===== config.mk =====
export PLATFORM = sky130hd
export DESIGN_NAME = fst_cfg_regs
export DESIGN_NICKNAME = d
export VERILOG_FILES = /design/src/hdl/fst_pkg.sv /design/src/hdl/fst_cfg_regs.sv
export SDC_FILE = /design/constraint.sdc
export NUM_CORES = 1
export LEC_CHECK = 0
export BUFFER_PORTS_ARGS = -buffer_cell sky130_fd_sc_hd__buf_4
export CORE_MARGIN = 2
export CORE_UTILIZATION = 49
export CTS_CLUSTER_DIAMETER = 30
export DETAILED_ROUTE_END_ITERATION = 8
export MAX_ROUTING_LAYER = met4
export PLACE_DENSITY = 0.91
export SLEW_MARGIN = 25
export SYNTH_ARGS = -nofsm -noshare
export SYNTH_HDL_FRONTEND = slang
export SYNTH_SLANG_ARGS = --single-unit

===== constraint.sdc =====
create_clock -name i_clk -period 3.1 [get_ports i_clk]
set_input_delay 0.62 -clock i_clk [delete_from_list [all_inputs] [get_ports i_clk]]
set_output_delay 0.62 -clock i_clk [all_outputs]
set_load 0.03 [all_outputs]

===== src/hdl/fst_pkg.sv =====
// Package: flow tracker constants, types and status codes.
`default_nettype none
package fst_pkg;
    localparam int TableEntries = 64;
    localparam int IdxBits = $clog2(TableEntries);
    localparam int CntBits = IdxBits + 1;
    localparam int TimeBits = 32;

    localparam logic [3:0] ST_NONE = 4'd0;
    localparam logic [3:0] ST_CNCT = 4'd1;
    localparam logic [3:0] ST_PTRU = 4'd2;
    localparam logic [3:0] ST_EST  = 4'd3;
    localparam logic [3:0] ST_LFIN = 4'd4;
    localparam logic [3:0] ST_RFIN = 4'd5;
    localparam logic [3:0] ST_CLSD = 4'd6;
    localparam logic [3:0] ST_LRST = 4'd7;
    localparam logic [3:0] ST_RRST = 4'd8;
    localparam logic [3:0] ST_TOUT = 4'd9;

    localparam logic [1:0] REG_IDLE = 2'd0;
    localparam logic [1:0] REG_TCP  = 2'd1;
    localparam logic [1:0] REG_UDP  = 2'd2;

    typedef struct packed {
        logic        cmd;
        logic        is_udp;
        logic        outbound;
        logic [31:0] local_addr;
        logic [15:0] loc_port;
        logic [31:0] remote_addr;
        logic [15:0] rem_port;
        logic [15:0] packet_length;
        logic        fin_flag;
        logic        syn_flag;
        logic        rst_flag;
        logic        ack_flag;
    } t_in;

    typedef struct packed {
        logic        kind;
        logic [5:0]  entry_index;
        logic        new_entry;
        logic        table_full;
        logic [3:0]  flow_status;
        logic [31:0] pkt_cnt_in;
        logic [31:0] pkt_cnt_out;
        logic [31:0] byte_cnt_in;
        logic [31:0] byte_cnt_out;
        logic [6:0]  removed_count;
        logic [6:0]  timed_out_count;
    } t_out;

    typedef struct packed {
        logic [15:0] idle_limit;
        logic [15:0] tcp_idle_max;
        logic [15:0] udp_idle_max;
    } t_cfg;

    function automatic logic [3:0] next_status(logic [3:0] st_in, logic udp, logic same,
                                               logic dir, logic fin, logic syn,
                                               logic rst, logic ack);
        logic [3:0] st;
        st = st_in;
        if (udp) begin
            if (st == ST_NONE) begin
                if (same) st = ST_CNCT;
            end else if (st == ST_CNCT) begin
                if (!same) st = ST_EST;
            end else if (st == ST_TOUT) begin
                st = ST_EST;
            end
        end else begin
            if (st == ST_NONE && same) st = ST_PTRU;
            if (st == ST_PTRU && !same) st = ST_EST;
            if (syn && !ack && same) st = ST_CNCT;
            if (syn && ack && !same) st = ST_EST;
            if (rst) st = dir ? ST_LRST : ST_RRST;
            if (fin) begin
                if (st == ST_LFIN) begin
                    if (!dir) st = ST_CLSD;
                end else if (st == ST_RFIN) begin
                    if (dir) st = ST_CLSD;
                end else begin
                    st = dir ? ST_LFIN : ST_RFIN;
                end
            end
        end
        return st;
    endfunction
endpackage
`default_nettype wire


===== src/hdl/fst_cfg_regs.sv =====
// APB register file for the idle and timeout limits.
`default_nettype none
module fst_cfg_regs (
    input  wire         i_clk,
    input  wire         i_rst_n,
    input  wire         psel,
    input  wire         penable,
    input  wire         pwrite,
    input  wire  [3:0]  paddr,
    input  wire  [31:0] pwdata,
    output logic [31:0] prdata,
    output logic        pready,
    output fst_pkg::t_cfg o_cfg
);
    import fst_pkg::*;
    t_cfg r_cfg;
    logic [1:0] w_idx;
    assign w_idx = paddr[3:2];
    assign pready = 1'b1;
    assign o_cfg = r_cfg;

    always_ff @(posedge i_clk) begin
        if (!i_rst_n) begin
            r_cfg.idle_limit   <= 16'd5;
            r_cfg.tcp_idle_max <= 16'd300;
            r_cfg.udp_idle_max <= 16'd10;
        end else if (psel && penable && pwrite) begin
            case (w_idx)
                REG_IDLE: r_cfg.idle_limit   <= pwdata[15:0];
                REG_TCP:  r_cfg.tcp_idle_max <= pwdata[15:0];
                REG_UDP:  r_cfg.udp_idle_max <= pwdata[15:0];
                default: ;
            endcase
        end
    end

    always_comb begin
        case (w_idx)
            REG_IDLE: prdata = {16'd0, r_cfg.idle_limit};
            REG_TCP:  prdata = {16'd0, r_cfg.tcp_idle_max};
            REG_UDP:  prdata = {16'd0, r_cfg.udp_idle_max};
            default:  prdata = 32'd0;
        endcase
    end
endmodule
`default_nettype wire


# Word level (Yosys, flattened, before mapping)
# Cells that the tools add are included.
# Widths: inputs -> output; s select.
[totals]
ff_bits = 48
in_bits = 41
elab_cells = 12
[classes]
eq_ne = 2
mux = 1
n_reduce_logical = 6
[ops]
columns = ["cell", "count"]
rows = [
  ["$pmux 16 s3", 1],
  ["$reduce_and 2->1", 3],
  ["$eq 2x1->1 const B", 1],
  ["$eq 2x2->1 const B", 1],
  ["$logic_and 1x1->1", 2],
  ["$logic_not 2->1", 1],
]

# Longest topological paths before layout
# Gate-level depths: netlist of the first run.
[logic_depth]
depth_word = 3
depth_mapped = 6
depth_no_buf = 3

# Least setup slack after synthesis of the first run
# No wires, ideal clock.
[synth_path]
kind = "input -> output"
startpoint = "input paddr[2]"
endpoint = "output prdata[5]"
arrival_time_ns = 1.815
path_slack_ns = 0.665
cell_stages = 4
path_buffers = 2
cell_sequence = "buf_6 -> buf_2 -> mux2i_1 -> o21ai_0"
[synth_between]
elab_chain_cells = 2
word_cells_on_any_way = 4
classes_between = "eq/ne: 2; mux: 1; reduce/logical: 1"
[synth_rtl]
columns = ["item", "line", "source"]
rows = [
  ["from (decl)", "fst_cfg_regs.sv:9", "input wire [3:0] paddr,"],
  ["$eq 2x2->1 (tied with other cells)", "fst_cfg_regs.sv:38", "case (w_idx)"],
  ["$pmux 16 s3 (*)", "fst_cfg_regs.sv:38", ""],
  ["to (decl)", "fst_cfg_regs.sv:11", "output logic [31:0] prdata,"],
]
# Mark *: on every way between the ends. The rest lies on a longest branch, timed or not.

# Final worst setup path of the first run
[layout_path]
startpoint = "input paddr[2]"
endpoint = "output prdata[8]"
# The elaborated chain is that of the path after synthesis.

==> summary.txt, run 1 <==
Clocking
  – Total number of H-tree levels: 2
  – Clock Latency Late Sink: between 0.2 and 0.3 ns
  – TritonCTS clock tree: built
  – Bufs on Longest Clock Path: 2
  – CTS root buf: clkbuf_8
  – Cts repair resizes: 0
  – Reg clk slew, reported paths: approximately 0.080 ns
  – Clk sinks: 48
  – Cts hold-fix bufs: 0
  – # Post-CTS Setup Buffers: 0
  – Number of CTS-inserted buffers: 5

Route
  – Detailed Route WL: ~5.3 mm
  – # DRC: 0
  – WL/cell: 13.6 µm
  – DRT antenna net count: 0
  – Routed via count: a little under 2000
  – Pre-antenna DRT Iters: 4
  – Mean number of vias per cell: 5.05
  – DRT iter0 DRCs: 65

Power and ir drop
  – Power consumption: approximately 0.0012 W
  – Switching share of power: 0.266
  – Clk network pwr share: 0.316
  – Sequential share of power: 0.535
  – Power Internal: between 0.0008 and 0.0009 W
  – Max rail drop VDD: ~0.27 mV
  – Pwr/cell area: just under 400 mW/mm²
  – Pleak: ~1.4 nW
  – Switching power: ~0.00031 W
  – Comb power frac: 0.150

Critical path
  – CP Data Required Time: around 2.5 ns
  – Worst setup path startpoint: paddr[2]
  – CP cell instances: buf_4, and2b_1, nand2_1, o21ai_0, buf_4
  – Data arrival, critical path: roughly 2.0 ns
  – Reg2Reg Launch Point: o_cfg[21]
  – Crit path kind: input port to primary output
  – Max stage delay cell, worst path: and2b_1
  – CP Capture Type: primary output
  – CP most frequent cell: buf_4
  – R2R cell count: 2
  – Worst path max stage delay: around 0.7 ns
  – Worst-path maximum fanout: 21
  – Worst Setup Start Kind: input port

Logic synthesis
  – Synth Register Bits: 48
  – Library cells used by synthesis: 21
  – Post-synthesis sequential area ratio: 0.408
  – Cell area after synthesis: 0.00236 mm²
  – Mean Syn Cell Area: ~9.0 µm²
  – Post-synthesis cell count: approximately 260
  – Warnings from Yosys: 0

Outcome
  – Status: complete, no violations

Timing
  – Total Neg Setup Slack: 0 ns
  – Rel. slew slack: 0.435
  – RSZ-0062 raised after global routing: false
  – Worst slew pin tran: about 0.85 ns
  – Fin. max-slew vios: 0
  – # setup viols final: 0
  – Final hold vios: 0
  – FMAX: 0.386 GHz
  – Period utilization: 0.836
  – Worst Skew: 0 ns
  – Post-layout min period: ~2.6 ns

Floorplan
  – Rows: 25
  – Initial Util: 0.502
  – DIE WIDTH: around 73 µm
  – Total die area: roughly 0.0054 mm²
  – Die height: approximately 73 µm
  – Core area: about 0.0047 mm²
  – IO Pins: 122

Placement
  – Placer congestion estimate: approximately 0.72
  – Port Buf Inserts: between 80 and 90
  – Detailed-placement wirelength estimate: 3.66 mm

Job
  – Max_cap viols: 0

Global routing
  – GR Util All Layers: 0.195
  – GRT overflow: 0
  – Via count of the first global-routing pass: between 1500 and 2000
  – Initial antenna violation count: 0
  – First-pass GRT wire length: 7.95 mm
  – Pin count of the biggest net entering global routing: 70

Finish
  – # diodes: 0
  – Multi-input logic area: about 0.0012 mm²
  – Filler Cell Count: approximately 410
  – Nets: ~380
  – Synthesis-to-layout area growth: 27.0%
  – Max FFs per register: 48
  – Reg area: 961 µm²
  – Ratio of cells with drive above 1 in the final layout: 0.292

Min path
  – Hold Path Depth: 2
  – HP Start: o_cfg[35]
  – Hold WC Path Type: flip-flop to flip-flop
==> Yosys cell counts, drive strengths merged <==
library cell   n  area (µm²)
nand2b         1        13.8
nor2           1        3.75
conb           2        7.51
nand3          1        10.0
buf           24         193
or2            1        6.26
nor3           1        16.3
nor2b         11        68.8
o21ai         18        90.1
clkbuf        12        45.0
and2b          1        7.51
nor3b          1        12.5
inv            2        7.51
mux2i         62         621
dfxtp         48         961
o211ai         2        15.0
nand2         72         270
or3b           1        8.76
==> power groups by stage <==
stage | clock network, W | registers [W] | logic, W
5_1_grt | 0.000405 | 0.000632 | 0.000189
2_1_floorplan | 0 | 0.000661 | 0.000122
4_1_cts | 0.000379 | 0.000631 | 0.000178
6_report | 0.000373 | 0.000631 | 0.000177
3_3_place_gp | 0 | 0.000645 | 0.000174
3_5_place_dp | 0 | 0.000645 | 0.000177
==> cell families (layout without fill, tap and decap cells) <==
group,count (synthesis),in the layout,synth area share
other,2,17,0.00319
AO/OA/AOI/OAI,20,20,0.0446
multiplexers,62,62,0.263
AND/OR/NAND/NOR,91,91,0.177
buffers and inverters,38,98,0.104
flip-flops,48,48,0.408
==> final cells by class <==
cell class / instances / share of cell area
flip-flops and latches: 48 / 0.321
inverters: 2 / 0.00251
well taps: 54 / 0.0226
clock buffers: 8 / 0.0301
multi-input cells: 190 / 0.403
repair buffers: 88 / 0.221
==> path summary, 6_finish.rpt <==
path	end	slack [ns]
max	prdata[8]	0.51
min	o_cfg[35]	0.48
max reg2reg	o_cfg[21]	2.42
min reg2reg	o_cfg[35]	0.48
==> through the flow <==
step | setup WS [ns] | utilization | area (µm²) | hold slack, ns | std cells
floorplan | 0.665 | - | 2410 | 0.593 | 276
CTS | 0.506 | 0.638 | 2990 | 0.479 | 390
global route | 0.420 | 0.638 | 2990 | 0.486 | 390
finish | 0.509 | 0.638 | 2990 | 0.476 | 390
detailed placement | 0.515 | 0.619 | 2900 | 0.467 | 382
global placement | 0.539 | 0.619 | 2900 | 0.461 | 382
==> cell usage in the layout, fill, tap and decap left out, types with 2 or more instances in the layout <==
master,n
o21ai_0,17
dfxtp_1,48
nor2b_1,11
nand2_1,72
clkbuf_1,2
mux2i_1,62
conb_1,17
clkbuf_8,6
inv_1,2
buf_4,88
o211ai_1,2
==> critical path: cells and delay by family <==
| kind | cells | cell delay (ns) |
|---|---|---|
| buffers and inverters | 2 | 0.42 |
| AO/OA/AOI/OAI | 1 | 0.11 |
| AND/OR/NAND/NOR | 2 | 0.80 |
==> layer usage <==
layer,wire length [µm],global-route usage,part of all wire
met1,2460,0.240,0.46
met2,2590,0.334,0.49
met3,249,0.0343,0.047
met4,20,0.0444,0.0038
met5,0,-,0
(Power assumes the default switching activity.)
==> run 2: changes to the inputs <==
--- a/config.mk
+++ b/config.mk
@@ -5,13 +5,14 @@
 export SDC_FILE = /design/constraint.sdc
 export NUM_CORES = 1
 export LEC_CHECK = 0
+export ABC_AREA = 1
 export BUFFER_PORTS_ARGS = -buffer_cell sky130_fd_sc_hd__buf_4
 export CORE_MARGIN = 2
-export CORE_UTILIZATION = 49
+export CORE_UTILIZATION = 41
 export CTS_CLUSTER_DIAMETER = 30
 export DETAILED_ROUTE_END_ITERATION = 8
 export MAX_ROUTING_LAYER = met4
-export PLACE_DENSITY = 0.91
+export PLACE_DENSITY = 0.81
 export SLEW_MARGIN = 25
 export SYNTH_ARGS = -nofsm -noshare
 export SYNTH_HDL_FRONTEND = slang
==> constraint.sdc (replaced) <==
create_clock -name i_clk -period 2.2 [get_ports i_clk]
set_input_delay 0.44 -clock i_clk [delete_from_list [all_inputs] [get_ports i_clk]]
set_output_delay 0.44 -clock i_clk [all_outputs]
set_load 0.03 [all_outputs]
==> summary.txt, run 2 <==
Outcome
  – Status: complete, no violations (unchanged)

Route
  – # DRC: 0 (unchanged)
  – Pre-antenna DRT Iters: 4 (unchanged)
  – DRT iter0 DRCs: 83 (was 65)
  – Mean number of vias per cell: 4.65 (was 5.05)
  – Routed via count: 2419 (was 1970)
  – DRT antenna net count: 0 (unchanged)
  – Detailed Route WL: 6.36 mm (was 5.32 mm)
  – WL/cell: 12.2 µm (was 13.6 µm)

Global routing
  – First-pass GRT wire length: 10.1 mm (was 7.95 mm)
  – Via count of the first global-routing pass: 2166 (was 1729)
  – GRT overflow: 0 (unchanged)
  – Initial antenna violation count: 0 (unchanged)
  – GR Util All Layers: 0.205 (was 0.195)
  – Pin count of the biggest net entering global routing: 49 (was 70)

Clocking
  – Clk sinks: 48 (unchanged)
  – Number of CTS-inserted buffers: 5 (unchanged)
  – TritonCTS clock tree: built (unchanged)
  – Reg clk slew, reported paths: 0.09 ns (was 0.08 ns)
  – CTS root buf: clkbuf_8 (unchanged)
  – # Post-CTS Setup Buffers: 0 (unchanged)
  – Cts repair resizes: 0 (unchanged)
  – Cts hold-fix bufs: 0 (unchanged)
  – Clock Latency Late Sink: 0.29 ns (was 0.28 ns)
  – Total number of H-tree levels: 2 (unchanged)
  – Bufs on Longest Clock Path: 2 (unchanged)

Floorplan
  – Rows: 27 (was 25)
  – Initial Util: 0.427 (was 0.502)
  – Die height: 80.2 µm (was 73.4 µm)
  – Core area: 0.00557 mm² (was 0.00469 mm²)
  – IO Pins: 122 (unchanged)
  – Total die area: 0.00643 mm² (was 0.00538 mm²)
  – DIE WIDTH: 80.2 µm (was 73.4 µm)

Finish
  – Final Util: 0.559 (was 0.638)
  – Nets: 488 (was 376)
  – Most frequent cells in the layout: nand2_1 (111), buf_4 (91), nor2_1 (80), nand3_1 (64), dfxtp_1 (48) (was buf_4 (88), nand2_1 (72), mux2i_1 (62), dfxtp_1 (48))
  – Final instance area: 0.00311 mm² (was 0.00299 mm²)
  – Ratio of cells with drive above 1 in the final layout: 0.246 (was 0.292)
  – Commonest non-fill, non-tap cell in the layout: nand2_1 (was buf_4)
  – Filler Cell Count: 576 (was 405)
  – Max FFs per register: 48 (unchanged)
  – Synthesis-to-layout area growth: 30.8% (was 27.0%)
  – # diodes: 0 (unchanged)

Logic synthesis
  – Mean Syn Cell Area: 6.44 µm² (was 9.03 µm²)
  – Count leader, synth: nand2_1 (unchanged)
  – Warnings from Yosys: 0 (unchanged)
  – Fraction of registers with async set/reset: 0 (unchanged)
  – Largest cells by area after synthesis: dfxtp_1 (40%), nand2_1 (17%), nand3_1 (13%) (was dfxtp_1 (41%), mux2i_1 (26%), nand2_1 (11%))
  – Library cells used by synthesis: 14 (was 21)
  – Cell area after synthesis: 0.00238 mm² (was 0.00236 mm²)
  – Commonest cells in the netlist: nand2_1 (111), nor2_1 (82), nand3_1 (64), dfxtp_1 (48), buf_4 (22) (was nand2_1 (72), mux2i_1 (62), dfxtp_1 (48), buf_4 (19), o21ai_0 (17))
  – Number of flops mapped to enable cells by yosys: 0 (unchanged)
  – Post-synthesis sequential area ratio: 0.404 (was 0.408)
  – Top FF cell, synth: dfxtp_1 (unchanged)
  – Area share of the largest cell type after synthesis: 0.404 (was 0.408)
  – Synth Register Bits: 48 (unchanged)
  – Largest area contributor in the netlist: dfxtp_1 (unchanged)
  – Post-synthesis cell count: 370 (was 261)

Timing
  – Final hold vios: 0 (unchanged)
  – Fin. max-slew vios: 0 (unchanged)
  – Period utilization: 0.821
  – FMAX: roughly 0.55 GHz
  – Setup ws final: 0.395 ns (was 0.509 ns)
  – RSZ-0062 raised after global routing: false (unchanged)
  – # setup viols final: 0 (unchanged)
  – Total Neg Setup Slack: 0 ns (unchanged)
  – Hold WS: 0.358 ns (was 0.476 ns)
  – Post-layout min period: between 1.5 and 2 ns
  – Worst Skew: 0 ns (unchanged)

Critical path
  – Worst setup path startpoint: paddr[3] (was paddr[2])
  – R2R cell count: 2 (unchanged)
  – Crit path kind: input port to primary output (unchanged)
  – Max stage delay cell, worst path: buf_4 (was and2b_1)
  – Reg2Reg Launch Point: o_cfg[36] (was o_cfg[21])
  – Setup crit end: prdata[4] (was prdata[8])
  – Worst Setup Start Kind: input port (unchanged)
  – Worst path max stage delay: 0.28 ns (was 0.69 ns)
  – Crit path depth: 7 (was 5)
  – Worst-path maximum fanout: 22 (was 21)
  – CP most frequent cell: buf_4 (unchanged)
  – Critical path's top delay family: buffers and inverters (was simple AND/OR/NAND/NOR gates)
  – CP Capture Type: primary output (unchanged)
  – Bufs and invs on worst path: 4 (was 2)
  – R2R setup slack: 1.59 ns (was 2.42 ns)
  – CP Data Required Time: 1.76 ns (was 2.48 ns)
  – Data arrival, critical path: 1.37 ns (was 1.97 ns)
  – CP cell instances: buf_4, inv_2, nor2_2, buf_4, nand2_1, nand3_1, buf_4 (was buf_4, and2b_1, nand2_1, o21ai_0, buf_4)
  – Worst r2r dst: o_cfg[36] (was o_cfg[21])

Power and ir drop
  – Max rail drop VDD: 0.301 mV (was 0.269 mV)
  – Pleak: 1.55 nW (was 1.40 nW)
  – Pwr/cell area: 576 mW/mm² (was 394 mW/mm²)

Placement
  – Detailed-placement wirelength estimate: 4.34 mm (was 3.66 mm)
  – Port Buf Inserts: 86 (unchanged)
  – Setup WS pre-CTS: 0.416 ns (was 0.515 ns)
  – Placed Instance Area: 0.00302 mm² (was 0.00290 mm²)
  – Placer congestion estimate: 0.736 (was 0.720)

Min path
  – Hold WC Path Type: input port to flip-flop (was flip-flop to flip-flop)

Job
  – Max_cap viols: 0 (unchanged)
[run 2: worst min-delay path, cell delays in order]
cell and delay (ns):
buf_4 0.08, nand2_1 0.04, nand3_1 0.06
[run 2: final cells by class]
type                    count  area (µm²)  share of cell area
clock inverters             1        7.51             0.00241
clock buffers               7        86.3              0.0277
flip-flops and latches     48         961               0.309
multi-input cells         280        1170               0.377
inverters                  19        71.3              0.0229
well taps                  72        90.1              0.0289
repair buffers             93         723               0.232
[run 2: metal layers]
metal / up-vias / global-route usage / routed length [µm]
li1: 1260 / - / -
met1: 1073 / 0.223 / 2630
met2: 82 / 0.388 / 3320
met3: 4 / 0.0404 / 372
met4: 0 / 0.0390 / 36
met5: - / - / 0
[run 2: cells by family (layout without fill, tap and decap cells)]
kind of cell | count (synthesis) | count (layout) | share of synthesized area
other cells | 2 | 17 | 0.00315
simple gates | 263 | 263 | 0.462
buf+inv | 57 | 120 | 0.131
flops | 48 | 48 | 0.404
[run 2: metrics by stage]
stage               power [W]  std cells
finish                0.00179        520
global route          0.00187        520
CTS                   0.00181        520
detailed placement    0.00126        512
global placement      0.00125        512
floorplan             0.00116        385
[run 2: worst min path at each step]
stage,endpoint,startpoint,slack [ns],depth (start not counted)
5_1_grt,o_cfg[21],pwdata[5],0.37,3
6_report,o_cfg[1],pwdata[1],0.36,3
2_1_floorplan,o_cfg[1],pwdata[1],0.57,2
3_5_place_dp,o_cfg[1],o_cfg[1],0.47,2
4_1_cts,o_cfg[1],pwdata[1],0.36,3
3_3_place_gp,o_cfg[32],o_cfg[32],0.47,2
[run 2: power breakdown]
part           internal (W)  switching [W]  total (W)  leakage, nW
Combinational      0.000111       0.000226   0.000337         1.11
Clock              0.000256       0.000297   0.000553       0.0445
Sequential         0.000887      0.0000151   0.000903        0.389
